File: src/hdl/ktm_pkg.sv
// Shared types, keyword tables and status codes for the keyword trie matcher.
`timescale 1ns / 1ps
package ktm_pkg;

   localparam int NUM_WORDS = 21;
   localparam int MAX_LEN   = 12;
   localparam int DEPTH_W   = 4;
   localparam int CODE_W    = 5;

   localparam logic [1:0] STATUS_PREFIX = 2'd0;
   localparam logic [1:0] STATUS_DONE   = 2'd1;
   localparam logic [1:0] STATUS_DEAD   = 2'd2;

   // Words are right-aligned: the last character sits in the low byte.
   localparam logic [MAX_LEN*8-1:0] KW_CHARS [NUM_WORDS] = '{
      96'("do"), 96'("try"), 96'("case"), 96'("goto"), 96'("long"),
      96'("catch"), 96'("const"), 96'("float"), 96'("super"), 96'("throw"),
      96'("double"), 96'("switch"), 96'("throws"), 96'("default"),
      96'("finally"), 96'("private"), 96'("continue"), 96'("volatile"),
      96'("strictfp"), 96'("transient"), 96'("synchronized")
   };

   localparam logic [DEPTH_W-1:0] KW_LEN [NUM_WORDS] = '{
      4'd2, 4'd3, 4'd4, 4'd4, 4'd4, 4'd5, 4'd5, 4'd5, 4'd5, 4'd5,
      4'd6, 4'd6, 4'd6, 4'd7, 4'd7, 4'd7, 4'd8, 4'd8, 4'd8, 4'd9, 4'd12
   };

   // Classified item: letter code 1..26 for 'a'..'z', 0 for any other byte.
   typedef struct packed {
      logic [CODE_W-1:0] code;
      logic              restart;
   } q_item_type;

endpackage

File: src/hdl/ktm_front.sv
// Front end: classify incoming bytes into letter codes and queue them.
`timescale 1ns / 1ps
module ktm_front
   import ktm_pkg::*;
(
   input  logic       clock,
   input  logic       reset,
   input  logic       req_valid,
   output logic       req_ready,
   input  logic [7:0] req_ch,
   input  logic       req_restart,
   output logic       q_valid,
   input  logic       q_ready,
   output q_item_type q_item
);

   q_item_type       slot_ff [2];
   logic             wr_ptr_ff, rd_ptr_ff;
   logic [1:0]       count_ff, count_in;
   logic             push, pop, is_lower;
   q_item_type       cls;

   assign is_lower    = (req_ch >= 8'h61) && (req_ch <= 8'h7A);
   assign cls.code    = is_lower ? req_ch[CODE_W-1:0] : '0;
   assign cls.restart = req_restart;

   assign req_ready = (count_ff != 2'd2);
   assign q_valid   = (count_ff != 2'd0);
   assign q_item    = slot_ff[rd_ptr_ff];
   assign push      = req_valid && req_ready;
   assign pop       = q_valid && q_ready;

   always_comb begin
      count_in = count_ff;
      if (push && !pop) count_in = count_ff + 2'd1;
      else if (pop && !push) count_in = count_ff - 2'd1;
   end

   always_ff @(posedge clock) begin
      if (reset) begin
         wr_ptr_ff <= 1'b0;
         rd_ptr_ff <= 1'b0;
         count_ff  <= 2'd0;
      end else begin
         count_ff <= count_in;
         if (push) wr_ptr_ff <= ~wr_ptr_ff;
         if (pop)  rd_ptr_ff <= ~rd_ptr_ff;
      end
   end

   always_ff @(posedge clock) begin
      if (push) slot_ff[wr_ptr_ff] <= cls;
   end

endmodule

File: src/hdl/ktm_back.sv
// Back end: advance the trie state and hold the result for the consumer.
`timescale 1ns / 1ps
module ktm_back
   import ktm_pkg::*;
(
   input  logic       clock,
   input  logic       reset,
   input  logic       q_valid,
   output logic       q_ready,
   input  q_item_type q_item,
   output logic       rsp_valid,
   input  logic       rsp_ready,
   output logic [1:0] rsp_status,
   output logic [4:0] rsp_keyword_id
);

   // Trie node is tracked as the set of words sharing the prefix plus its depth.
   logic [NUM_WORDS-1:0] alive_ff, alive_in, cur_alive;
   logic [DEPTH_W-1:0]   depth_ff, cur_depth;
   logic                 valid_ff;
   logic [1:0]           status_ff, status_in;
   logic [4:0]           id_ff, id_in;
   logic                 take;

   assign q_ready = !valid_ff || rsp_ready;
   assign take    = q_valid && q_ready;

   assign cur_alive = q_item.restart ? '1 : alive_ff;
   assign cur_depth = q_item.restart ? '0 : depth_ff;

   always_comb begin
      logic [7:0] c;
      alive_in = '0;
      id_in    = '0;
      for (int w = 0; w < NUM_WORDS; w++) begin
         c = KW_CHARS[w][(KW_LEN[w] - cur_depth - 4'd1) * 8 +: 8];
         if (cur_alive[w] && (cur_depth < KW_LEN[w]) && (c[CODE_W-1:0] == q_item.code)
             && (q_item.code != '0)) begin
            alive_in[w] = 1'b1;
            if (KW_LEN[w] == cur_depth + 4'd1) id_in = id_in | 5'(w + 1);
         end
      end
      if (alive_in == '0) status_in = STATUS_DEAD;
      else if (id_in != '0) status_in = STATUS_DONE;
      else status_in = STATUS_PREFIX;
   end

   always_ff @(posedge clock) begin
      if (reset) begin
         valid_ff <= 1'b0;
         alive_ff <= '1;
         depth_ff <= '0;
      end else begin
         if (take) begin
            valid_ff <= 1'b1;
            alive_ff <= alive_in;
            depth_ff <= cur_depth + 4'd1;
         end else if (rsp_ready) begin
            valid_ff <= 1'b0;
         end
      end
   end

   always_ff @(posedge clock) begin
      if (take) begin
         status_ff <= status_in;
         id_ff     <= id_in;
      end
   end

   assign rsp_valid      = valid_ff;
   assign rsp_status     = status_ff;
   assign rsp_keyword_id = id_ff;

endmodule

File: src/hdl/keyword_trie_matcher.sv
// Top level of the keyword trie matcher: classifier queue feeding the trie stepper.
//
//   channel  ports                                    direction
//   req      req_valid/ready, req_ch, req_restart     in
//   rsp      rsp_valid/ready, rsp_status, rsp_keyword_id  out
//
// One item per cycle sustained while the receiver does not stall results.
// The queued item is stepped against all 21 words in the back end and registered.
// Synchronous reset empties the two-entry queue and returns to the start node.
// A stalled result holds; the queue keeps accepting until it has two items.
`timescale 1ns / 1ps
module keyword_trie_matcher
   import ktm_pkg::*;
(
   input  logic       clock,
   input  logic       reset,
   input  logic       req_valid,
   output logic       req_ready,
   input  logic [7:0] req_ch,
   input  logic       req_restart,
   output logic       rsp_valid,
   input  logic       rsp_ready,
   output logic [1:0] rsp_status,
   output logic [4:0] rsp_keyword_id
);

   logic       q_valid, q_ready;
   q_item_type q_item;

   ktm_front u_front (
      .clock, .reset, .req_valid, .req_ready, .req_ch, .req_restart,
      .q_valid, .q_ready, .q_item
   );

   ktm_back u_back (
      .clock, .reset, .q_valid, .q_ready, .q_item,
      .rsp_valid, .rsp_ready, .rsp_status, .rsp_keyword_id
   );

endmodule

File: config.mk
export PLATFORM = sky130hd
export DESIGN_NAME = keyword_trie_matcher
export DESIGN_NICKNAME = d
export VERILOG_FILES = /design/src/hdl/ktm_pkg.sv /design/src/hdl/ktm_front.sv /design/src/hdl/ktm_back.sv /design/src/hdl/keyword_trie_matcher.sv
export SDC_FILE = /design/constraint.sdc
export NUM_CORES = 1
export LEC_CHECK = 0
export ABC_CLOCK_PERIOD_IN_PS = 4700
export CELL_PAD_IN_SITES_DETAIL_PLACEMENT = 1
export CELL_PAD_IN_SITES_GLOBAL_PLACEMENT = 1
export CORE_AREA = 2 2 128 130
export CTS_CLUSTER_SIZE = 25
export DETAILED_ROUTE_END_ITERATION = 12
export DIE_AREA = 0 0 130 132
export DONT_BUFFER_PORTS = 1
export PLACE_DENSITY = 0.74
export REMOVE_ABC_BUFFERS = 1
export SLEW_MARGIN = 20
export SYNTH_ARGS = -nofsm -noshare
export SYNTH_HDL_FRONTEND = slang
export SYNTH_SLANG_ARGS = --single-unit
File: constraint.sdc
create_clock -name clock -period 4.7 [get_ports clock]
set_input_delay 0.47 -clock clock [delete_from_list [all_inputs] [get_ports clock]]
set_output_delay 0.47 -clock clock [all_outputs]
set_load 0.02 [all_outputs]
# [Word level (Yosys, flattened, before mapping)]
# Memory sizes are Yosys's and may differ from the RTL's. A register that Yosys moved wholly into a read port is not among the register bits.
# Cells that the tools add are included.
[totals] latch_bits=0 romBits=0 input_bits=13 ram_bits=12 wordCells=248 mem_count=1 ff_bits=37
[classes] mux=75 reduce_logical=78 bitwise_logic=2 shifts=21 addsub=21 n_div=0 multipliers=0 n_lt_le_gt_ge=11 n_eq_ne=31
[mem_list] memory="u_front.slot_ff" depth=2 word_bits=6 read_ports=1 rd_ports_with_merged_regs=1 wr=1 line="ktm_front.sv:17" source="q_item_type slot_ff [2];"
[op_table] operator="$shiftx A96 B33 Y5 const A" count=21
[op_table] operator="$sub A29 B1 Y29 const B" count=9
[op_table] operator="$eq A5 B5 Y1" count=21
[op_table] operator="$logic_and A1 B1 Y1" count=68
[op_table] operator="$mux W4" count=17
[op_table] operator="$mux W5" count=13
[op_table] operator="$mux W1" count=30
[op_table] operator="$mux W3" count=8
[op_table] operator="$logic_not A21 Y1" count=1
[op_table] operator="$mux W21" count=1
[op_table] operator="$sub A3 B4 Y5 const A" count=4
[op_table] operator="$eq A3 B4 Y1 const A" count=4
[op_table] operator="$lt A4 B3 Y1 const B" count=4
[op_table] operator="$sub A4 B4 Y5 const A" count=3
[op_table] operator="$eq A4 B4 Y1 const A" count=3
[op_table] operator="$lt A4 B4 Y1 const B" count=3
[op_table] operator="$mux W2" count=6
[op_table] operator="$reduce_bool A5 Y1" count=2
[op_table] operator="$sub A2 B4 Y5 const A" count=2
[op_table] operator="$eq A2 B4 Y1 const A" count=2
[op_table] operator="$ge A8 B7 Y1 const B" count=1
[op_table] operator="$le A8 B7 Y1 const B" count=1
[op_table] operator="$lt A4 B2 Y1 const B" count=2
[op_table] operator="$reduce_bool A2 Y1" count=3
[op_table] operator="7 further kinds" count=10

# [Longest topological paths before layout]
# Gate-level depths: netlist of run 1.
[depth] word_depth=50 depth_mapped=20 depth_no_buf=16

# [Hierarchy]
# From an unflattened synthesis of run 1, not the netlist that was laid out.
[unflattened] hier_cells=944 hier_area_um2=6687.7
[modules_own_cells] module="ktm_back" cells_per_inst=889 area_per_inst_um2=5954.5 seq_area_each_um2=730.7 instances=1
[modules_own_cells] module="ktm_front" cells_per_inst=55 area_per_inst_um2=733.2 seq_area_each_um2=460.4 instances=1

# [Worst setup path before layout of run 1]
# OpenSTA, ideal clock, no wires.
[synth_timing] path_type="register -> register" start="reg with a tool-made name" end="reg u_back.id_ff[2] (netlist: u_back.rsp_keyword_id[2]), data pin" stages_incl_launch_ff=21 required_ns=4.547 t_arrival_ns=4.717 path_slack_ns=-0.169 path_buffers=4 setup_time_ns=0.153 cell_sequence="dfxtp_1 > mux2i_2 > buf_2 > buf_2 > buf_2 > nand2_1 > inv_1 > ha_1 > inv_1 > ha_1 > or3b_2 > o41a_1 > and4_1 > clkbuf_1 > a311oi_1 > o221ai_1 > nor4_1 > a211oi_1 > o32ai_1 > nor4bb_1 > o21ai_0"
[synth_rtl] element="to (signal assigned)" line="ktm_back.sv:67" source="id_ff <= id_in;"
[synth_rtl] element="to (decl)" line="ktm_back.sv:22" source="logic [4:0] id_ff, id_in;"

==> flow_summary.json, run 1 <==
{
  "cts_htree_levels": 2,
  "antenna_found_initial": 0,
  "synth_edf_count": 19,
  "setup_viol": 0,
  "num_vias": 7894,
  "cap_violations": 0,
  "p_comb_frac": 0.771,
  "synth_fa_ha_area_frac": 0.0491,
  "clockRootBuffer": "clkbuf_16",
  "routed_wl_mm": 30.1,
  "synth_seq_cells": 50,
  "firstDrtPassIters": 5,
  "power_frac_seq": 0.148,
  "grt_overflow_total": 0,
  "clk_pin_slew_worst_paths_ps": 70,
  "insertion_delay_ps": 300,
  "synth-main-ff-cell": "dfxtp_1",
  "crit_family": "compound AO/OA/AOI/OAI gates",
  "cp-start-kind": "register",
  "synth_xor_area_frac": 0.0794,
  "yosys-mux-area-fraction": 0.0380,
  "die_w_um": 130,
  "synth_top_area_frac": 0.0909,
  "fin_crit_sh": 0.954,
  "rr_endpoint": "u_back.rsp_keyword_id[2]",
  "clockPowerShare": 0.082,
  "syn_area_um2": 6820,
  "use_met2": 0.563,
  "cts.path.max_buffers": 2,
  "vias_per_cell": 6.82,
  "dp_hpwl_mm": 21.5,
  "cts_buffers": 5,
  "synth_seq_area_share": 0.175,
  "status": "completed",
  "tightest_slew_ps": 910,
  "slew_violations": 0,
  "coreArea_um2": 15700,
  "drc": 0,
  "synth_compound_area_frac": 0.304,
  "ioPinCount": 22,
  "grt_start_max_net_pins": 61,
  "synth_top_area_cell": "dfxtp_1",
  "fmax_ghz": 0.223,
  "hold_violations": 0,
  "syn2layout_area_growth_pct": 9.28,
  "cts_tree": "built",
  "detail-route-antenna-nets": 0,
  "critical_path_class": "reg2reg",
  "critPathArrivalTime_ps": 4510,
  "power_switching_mw": 2.90,
  "antenna_cells": 0,
  "synth-async-reset-ratio": 0,
  "switching_share": 0.558,
  "grt.total_usage": 0.346,
  "maxSlewHeadroom": 0.393,
  "hp-class": "in2reg",
  "busiest_layer": "met2",
  "final.setup_skew_ps": 9.27,
  "gp_congestion": 0.956,
  "end_kind": "register",
  "post-place-ws_ps": 180,
  "cp.required_ps": 4720,
  "slowest_stage": "o2111ai_1",
  "r2r_slack_ps": 220,
  "synth_simple_gate_area_frac": 0.292,
  "crit_cells": 14,
  "start_util": 0.434,
  "rows": 46,
  "use_met3": 0.0519,
  "portBuffers": 0,
  "synth_area_leaders": "dfxtp_1 (9.1%), edfxtp_1 (8.4%), xnor2_1 (5.9%)",
  "synthCells": 953,
  "drt-initial-drc-count": 791,
  "use_met1": 0.450,
  "nets": 979,
  "synth_cell_types": 88,
  "power_density_nw_per_um2": 698,
  "drive_above_1_share": 0.117,
  "wire_per_inst_um": 26.0,
  "reg2reg_depth": 14,
  "syn_avg_cell_area_um2": 7.16,
  "crit_chain": "mux2i_4 > nand2_1 > buf_4 > ha_1 > ha_1 > or3_1 > a311oi_1 > a21oi_1 > a21oi_1 > o32ai_1 > o2111ai_1 > or3_1 > nor4bb_1 > o21ai_0",
  "ys_warn_count": 0,
  "setup_ws_ps": 215,
  "die_h_um": 132,
  "cts_sinks": 50,
  "critPathBufInv": 1,
  "internal-power_mw": 2.30,
  "critPathMaxStageDelay_ps": 540,
  "grt_pass1_wl_mm": 45.3,
  "critPathMaxFanout": 13,
  "ir_drop_uv": 397,
  "fin_crit_ps": 4480,
  "p_total_mw": 5.21,
  "leakagePower_nw": 2.73,
  "grt_pass1_vias": 7765,
  "synth_top_family_by_area": "compound AO/OA/AOI/OAI gates",
  "fp.dieArea_um2": 17200,
  "crit_end": "u_back.rsp_keyword_id[2]",
  "cts_hold_buf": 0
}
-- cell families after synthesis --
| logic type | count (synthesis) |
|---|---|
| AND/OR/NAND/NOR | 385 |
| AO/OA/AOI/OAI | 305 |
| buffers and inverters | 105 |
| XOR/XNOR | 57 |
| flip-flops | 50 |
| adder cells (fa/ha/maj) | 27 |
| multiplexers | 24 |
-- state kept, by name, summed over array words and instances (netlist names), named ones only --
name and count:
u_back.alive_ff 21, u_back.depth_ff 4, u_back.rsp_keyword_id 5, u_back.rsp_status 2, u_back.rsp_valid 1, u_front.count_ff 2, u_front.rd_ptr_ff 1, u_front.slot_ff 12
u_front.wr_ptr_ff 1
-- metrics by stage --
step	TNS [ps]	util	hold slack (ps)	cell area [µm²]	cells
5_1_grt	-2.35	0.475	227	7460	1157
6_report	0	0.475	234	7460	1157
2_1_floorplan	-24050	-	434	6510	877
4_1_cts	0	0.470	233	7380	1152
3_5_place_dp	0	0.459	475	7210	1144
3_3_place_gp	0	0.459	461	7210	1144
-- power groups by stage --
| stage | registers [mW] | logic (mW) | clock network (mW) |
|---|---|---|---|
| CTS | 0.767 | 3.85 | 0.433 |
| floorplan | 0.802 | 2.49 | 0 |
| finish | 0.770 | 4.01 | 0.425 |
| detailed placement | 0.775 | 3.83 | 0 |
| global placement | 0.771 | 3.79 | 0 |
| global route | 0.782 | 4.29 | 0.445 |
-- how the worst min path moves through the flow --
stage | start | to | depth (start not counted)
2_1_floorplan | u_back.alive_ff[3] | u_back.alive_ff[3] | 2
3_3_place_gp | u_back.alive_ff[7] | u_back.alive_ff[7] | 2
3_5_place_dp | u_back.alive_ff[10] | u_back.alive_ff[10] | 2
4_1_cts | reset | u_front.count_ff[1] | 1
5_1_grt | reset | u_front.count_ff[1] | 1
6_report | reset | u_back.rsp_valid | 1
-- synthesized netlist by cell type (all sizes together) (8+ instances only) --
library cell / number
o221ai: 9
and3: 13
xnor2: 46
mux2i: 15
dfxtp: 31
o2111ai: 8
nand2b: 12
nor2b: 18
clkbuf: 38
edfxtp: 19
mux2: 9
nor3: 25
o22ai: 9
a31oi: 14
o31ai: 8
buf: 38
inv: 28
o21ai: 62
nand3: 42
a21oi: 69
nor4: 16
nor2: 80
xor2: 8
nand4: 22
o211ai: 31
and2: 8
or3: 17
a211oi: 18
ha: 26
nand2: 91
-- timing repair --
action | 4_1_cts | 5_1_grt
buffers inserted | 0 | 4
endpoints found under the setup margin | 0 | 4
gates resized for setup | 0 | 6
-- routing by layer --
layer,vias to the layer above,wire length (µm)
met4,0,1410
li1,3575,-
met3,96,2020
met1,3899,12600
met5,-,0
met2,324,14100
-- worst register-to-register path: cells and delay by family, from the launching register on --
family	cells	cell delay, ps
multiplexers	1	350
AND/OR/NAND/NOR	4	1090
buffers and inverters	1	210
AO/OA/AOI/OAI	6	1330
flip-flops	1	430
adder cells (fa/ha/maj)	2	800
-- layout make-up --
class	instances	area, µm²
Inverter	29	110
Multi-Input combinational cell	799	5290
Fill cell	1994	8260
Sequential cell	50	1190
Clock inverter	3	43.8
Clock buffer	5	125
Timing Repair Buffer	55	425
Tap cell	216	270
-- placed cells by master, fill, tap and decap left out, drive strengths merged, types with 8 or more instances in the layout --
cell type	synthesis	routed
o31ai	8	8
nor2	80	80
xor2	8	8
nand4	22	23
dfxtp	31	31
edfxtp	19	19
o2111ai	8	8
nor2b	18	18
nand2b	12	12
inv	28	29
nand2	91	91
nand3	42	42
a21oi	69	69
xnor2	46	46
a31oi	14	14
o211ai	31	31
o21ai	62	62
or3	17	17
nor4	16	16
mux2	9	9
o22ai	9	9
and2	8	8
mux2i	15	15
o221ai	9	9
buf	38	55
a211oi	18	18
and3	13	13
nor3	25	25
ha	26	26
Power figures use the tool's default switching activity.
==> run 2, diff against run 1 <==
--- a/config.mk
+++ b/config.mk
@@ -8,12 +8,12 @@
 export ABC_CLOCK_PERIOD_IN_PS = 4700
 export CELL_PAD_IN_SITES_DETAIL_PLACEMENT = 1
 export CELL_PAD_IN_SITES_GLOBAL_PLACEMENT = 1
-export CORE_AREA = 2 2 128 130
+export CORE_AREA = 2 2 154 156
 export CTS_CLUSTER_SIZE = 25
 export DETAILED_ROUTE_END_ITERATION = 12
-export DIE_AREA = 0 0 130 132
+export DIE_AREA = 0 0 156 158
 export DONT_BUFFER_PORTS = 1
-export PLACE_DENSITY = 0.74
+export PLACE_DENSITY = 0.54
 export REMOVE_ABC_BUFFERS = 1
 export SLEW_MARGIN = 20
 export SYNTH_ARGS = -nofsm -noshare
==> flow_summary.json, run 2 (same netlist as run 1, synthesis figures left out) <==
{
  "wire_per_inst_um": 24.9,
  "hold_violations": 0,
  "top_register": "u_back.alive_ff",
  "wl_met1_mm": 14.0,
  "tightest_slew_ps": 900,
  "slowest_stage": "or4_1",
  "cp.required_ps": 4810,
  "syn2layout_area_growth_pct": 12.4,
  "cts_buffers": 5,
  "cts_sinks": 50,
  "multi_input_area_um2": 5300,
  "critPathBufInv": 3,
  "num_vias": 7747,
  "drt-initial-drc-count": 580,
  "cap_violations": 0,
  "die_h_um": 158,
  "power_density_nw_per_um2": 685,
  "reg2reg_depth": 16,
  "portBuffers": 0,
  "cp-start-kind": "register",
  "critPathMaxFanout": 7,
  "crit_family": "simple AND/OR/NAND/NOR gates",
  "firstDrtPassIters": 5,
  "drc": 0,
  "place_area_um2": 7420,
  "end_kind": "register",
  "critPathArrivalTime_ps": 4510,
  "cts_tree": "built",
  "antenna_cells": 0,
  "crit_chain": "mux2i_4 > nand2_1 > inv_1 > ha_1 > inv_1 > ha_1 > or3b_2 > o41a_1 > nand4_1 > buf_4 > nor3_1 > o31a_1 > o2111ai_1 > o211ai_1 > or4_1 > nor4b_1",
  "setup_viol": 0,
  "clockRootBuffer": "clkbuf_16",
  "cts_htree_levels": 2,
  "largest_reg_flops": 21,
  "clk_pin_slew_worst_paths_ps": 80,
  "final_common_cell": "nand2_1",
  "rr_endpoint": "u_back.rsp_status[1]",
  "antenna_found_initial": 0,
  "rows": 56,
  "leakagePower_nw": 2.80,
  "grt_pass1_wl_mm": 47.3,
  "coreArea_um2": 23100,
  "grt_start_max_net_pins": 61,
  "final.setup_skew_ps": 13.9,
  "fmax_ghz": 0.227,
  "final_cell_mix": "nand2_1 (90), nor2_1 (78), a21oi_1 (69), buf_4 (64), o21ai_0 (56)",
  "ir_drop_uv": 412,
  "fin_crit_sh": 0.936,
  "maxSlewHeadroom": 0.396,
  "cts.path.max_buffers": 2,
  "grt_pass1_vias": 7719,
  "slew_violations": 0,
  "fillers": 2846,
  "grt.total_usage": 0.250,
  "die_w_um": 156,
  "setup-tns-final_ps": 0,
  "gp_congestion": 0.894,
  "hp-class": "in2reg",
  "nets": 990,
  "start_util": 0.296,
  "critical_path_class": "reg2reg",
  "r2r_slack_ps": 300,
  "crit_cells": 16,
  "fin_crit_ps": 4400,
  "insertion_delay_ps": 300,
  "cts_hold_buf": 0,
  "wl_met2_mm": 14.5,
  "post-place-ws_ps": 272,
  "grt_overflow_total": 0,
  "ioPinCount": 22,
  "drive_above_1_share": 0.130,
  "met3_length_mm": 1.26,
  "setup_ws_ps": 300,
  "hold_slack_ps": 221,
  "detail-route-antenna-nets": 0,
  "fp.dieArea_um2": 24600,
  "seq_area_um2": 1190,
  "vias_per_cell": 6.24,
  "crit_end": "u_back.rsp_status[1]",
  "routed_wl_mm": 30.9,
  "final_area_um2": 7670,
  "timing.rr.start": "u_front.slot_ff[0][0]",
  "routed.top_layer": "met4",
  "dp_hpwl_mm": 22.3,
  "status": "completed",
  "critPathMaxStageDelay_ps": 500,
  "crit_start": "u_front.slot_ff[0][0]"
}
[run 2: report_power, final]
group / leakage (nW) / internal (mW) / switching [mW] / total, mW
logic: 2.27 / 1.49 / 2.55 / 4.04
clock network: 0.0844 / 0.254 / 0.178 / 0.432
registers: 0.442 / 0.626 / 0.154 / 0.780
total: 2.80 / 2.37 / 2.89 / 5.25
[run 2: worst min-delay path by stage]
stage                        startpoint             endpoint  slack [ps]  cells past startpoint
global placement     u_back.alive_ff[4]   u_back.alive_ff[4]         470                      2
CTS                               reset     u_back.rsp_valid         220                      1
detailed placement  u_back.alive_ff[14]  u_back.alive_ff[14]         480                      2
global route                      reset             register         210                      1
floorplan            u_back.alive_ff[3]   u_back.alive_ff[3]         430                      2
finish                            reset             register         220                      1
[run 2: what timing repair did]
action                                  4_1_cts  5_1_grt
setup buffers                                 0        3
gates resized for setup                       0       10
endpoints found under the setup margin        0        5
[run 2: metal layers]
layer,track usage,vias up
met5,0,-
met4,0.0961,0
li1,-,3601
met1,0.330,3877
met2,0.420,210
met3,0.0287,59
[run 2: stage by stage]
| step | std cells | total power [mW] | utilization |
|---|---|---|---|
| final | 1242 | 5.25 | 0.333 |
| after global routing | 1242 | 5.63 | 0.333 |
| after CTS | 1238 | 5.14 | 0.329 |
| after detailed placement | 1230 | 4.68 | 0.322 |
| after global placement | 1230 | 4.68 | 0.322 |
| after floorplan | 877 | 3.29 | - |
[run 2: area by class of cell]
class / count / area share
Clock buffer: 5 / 0.0163
Tap cell: 290 / 0.0473
Sequential cell: 50 / 0.155
Multi-Input combinational cell: 798 / 0.691
Clock inverter: 3 / 0.00620
Inverter: 29 / 0.0144
Timing Repair Buffer: 67 / 0.0698
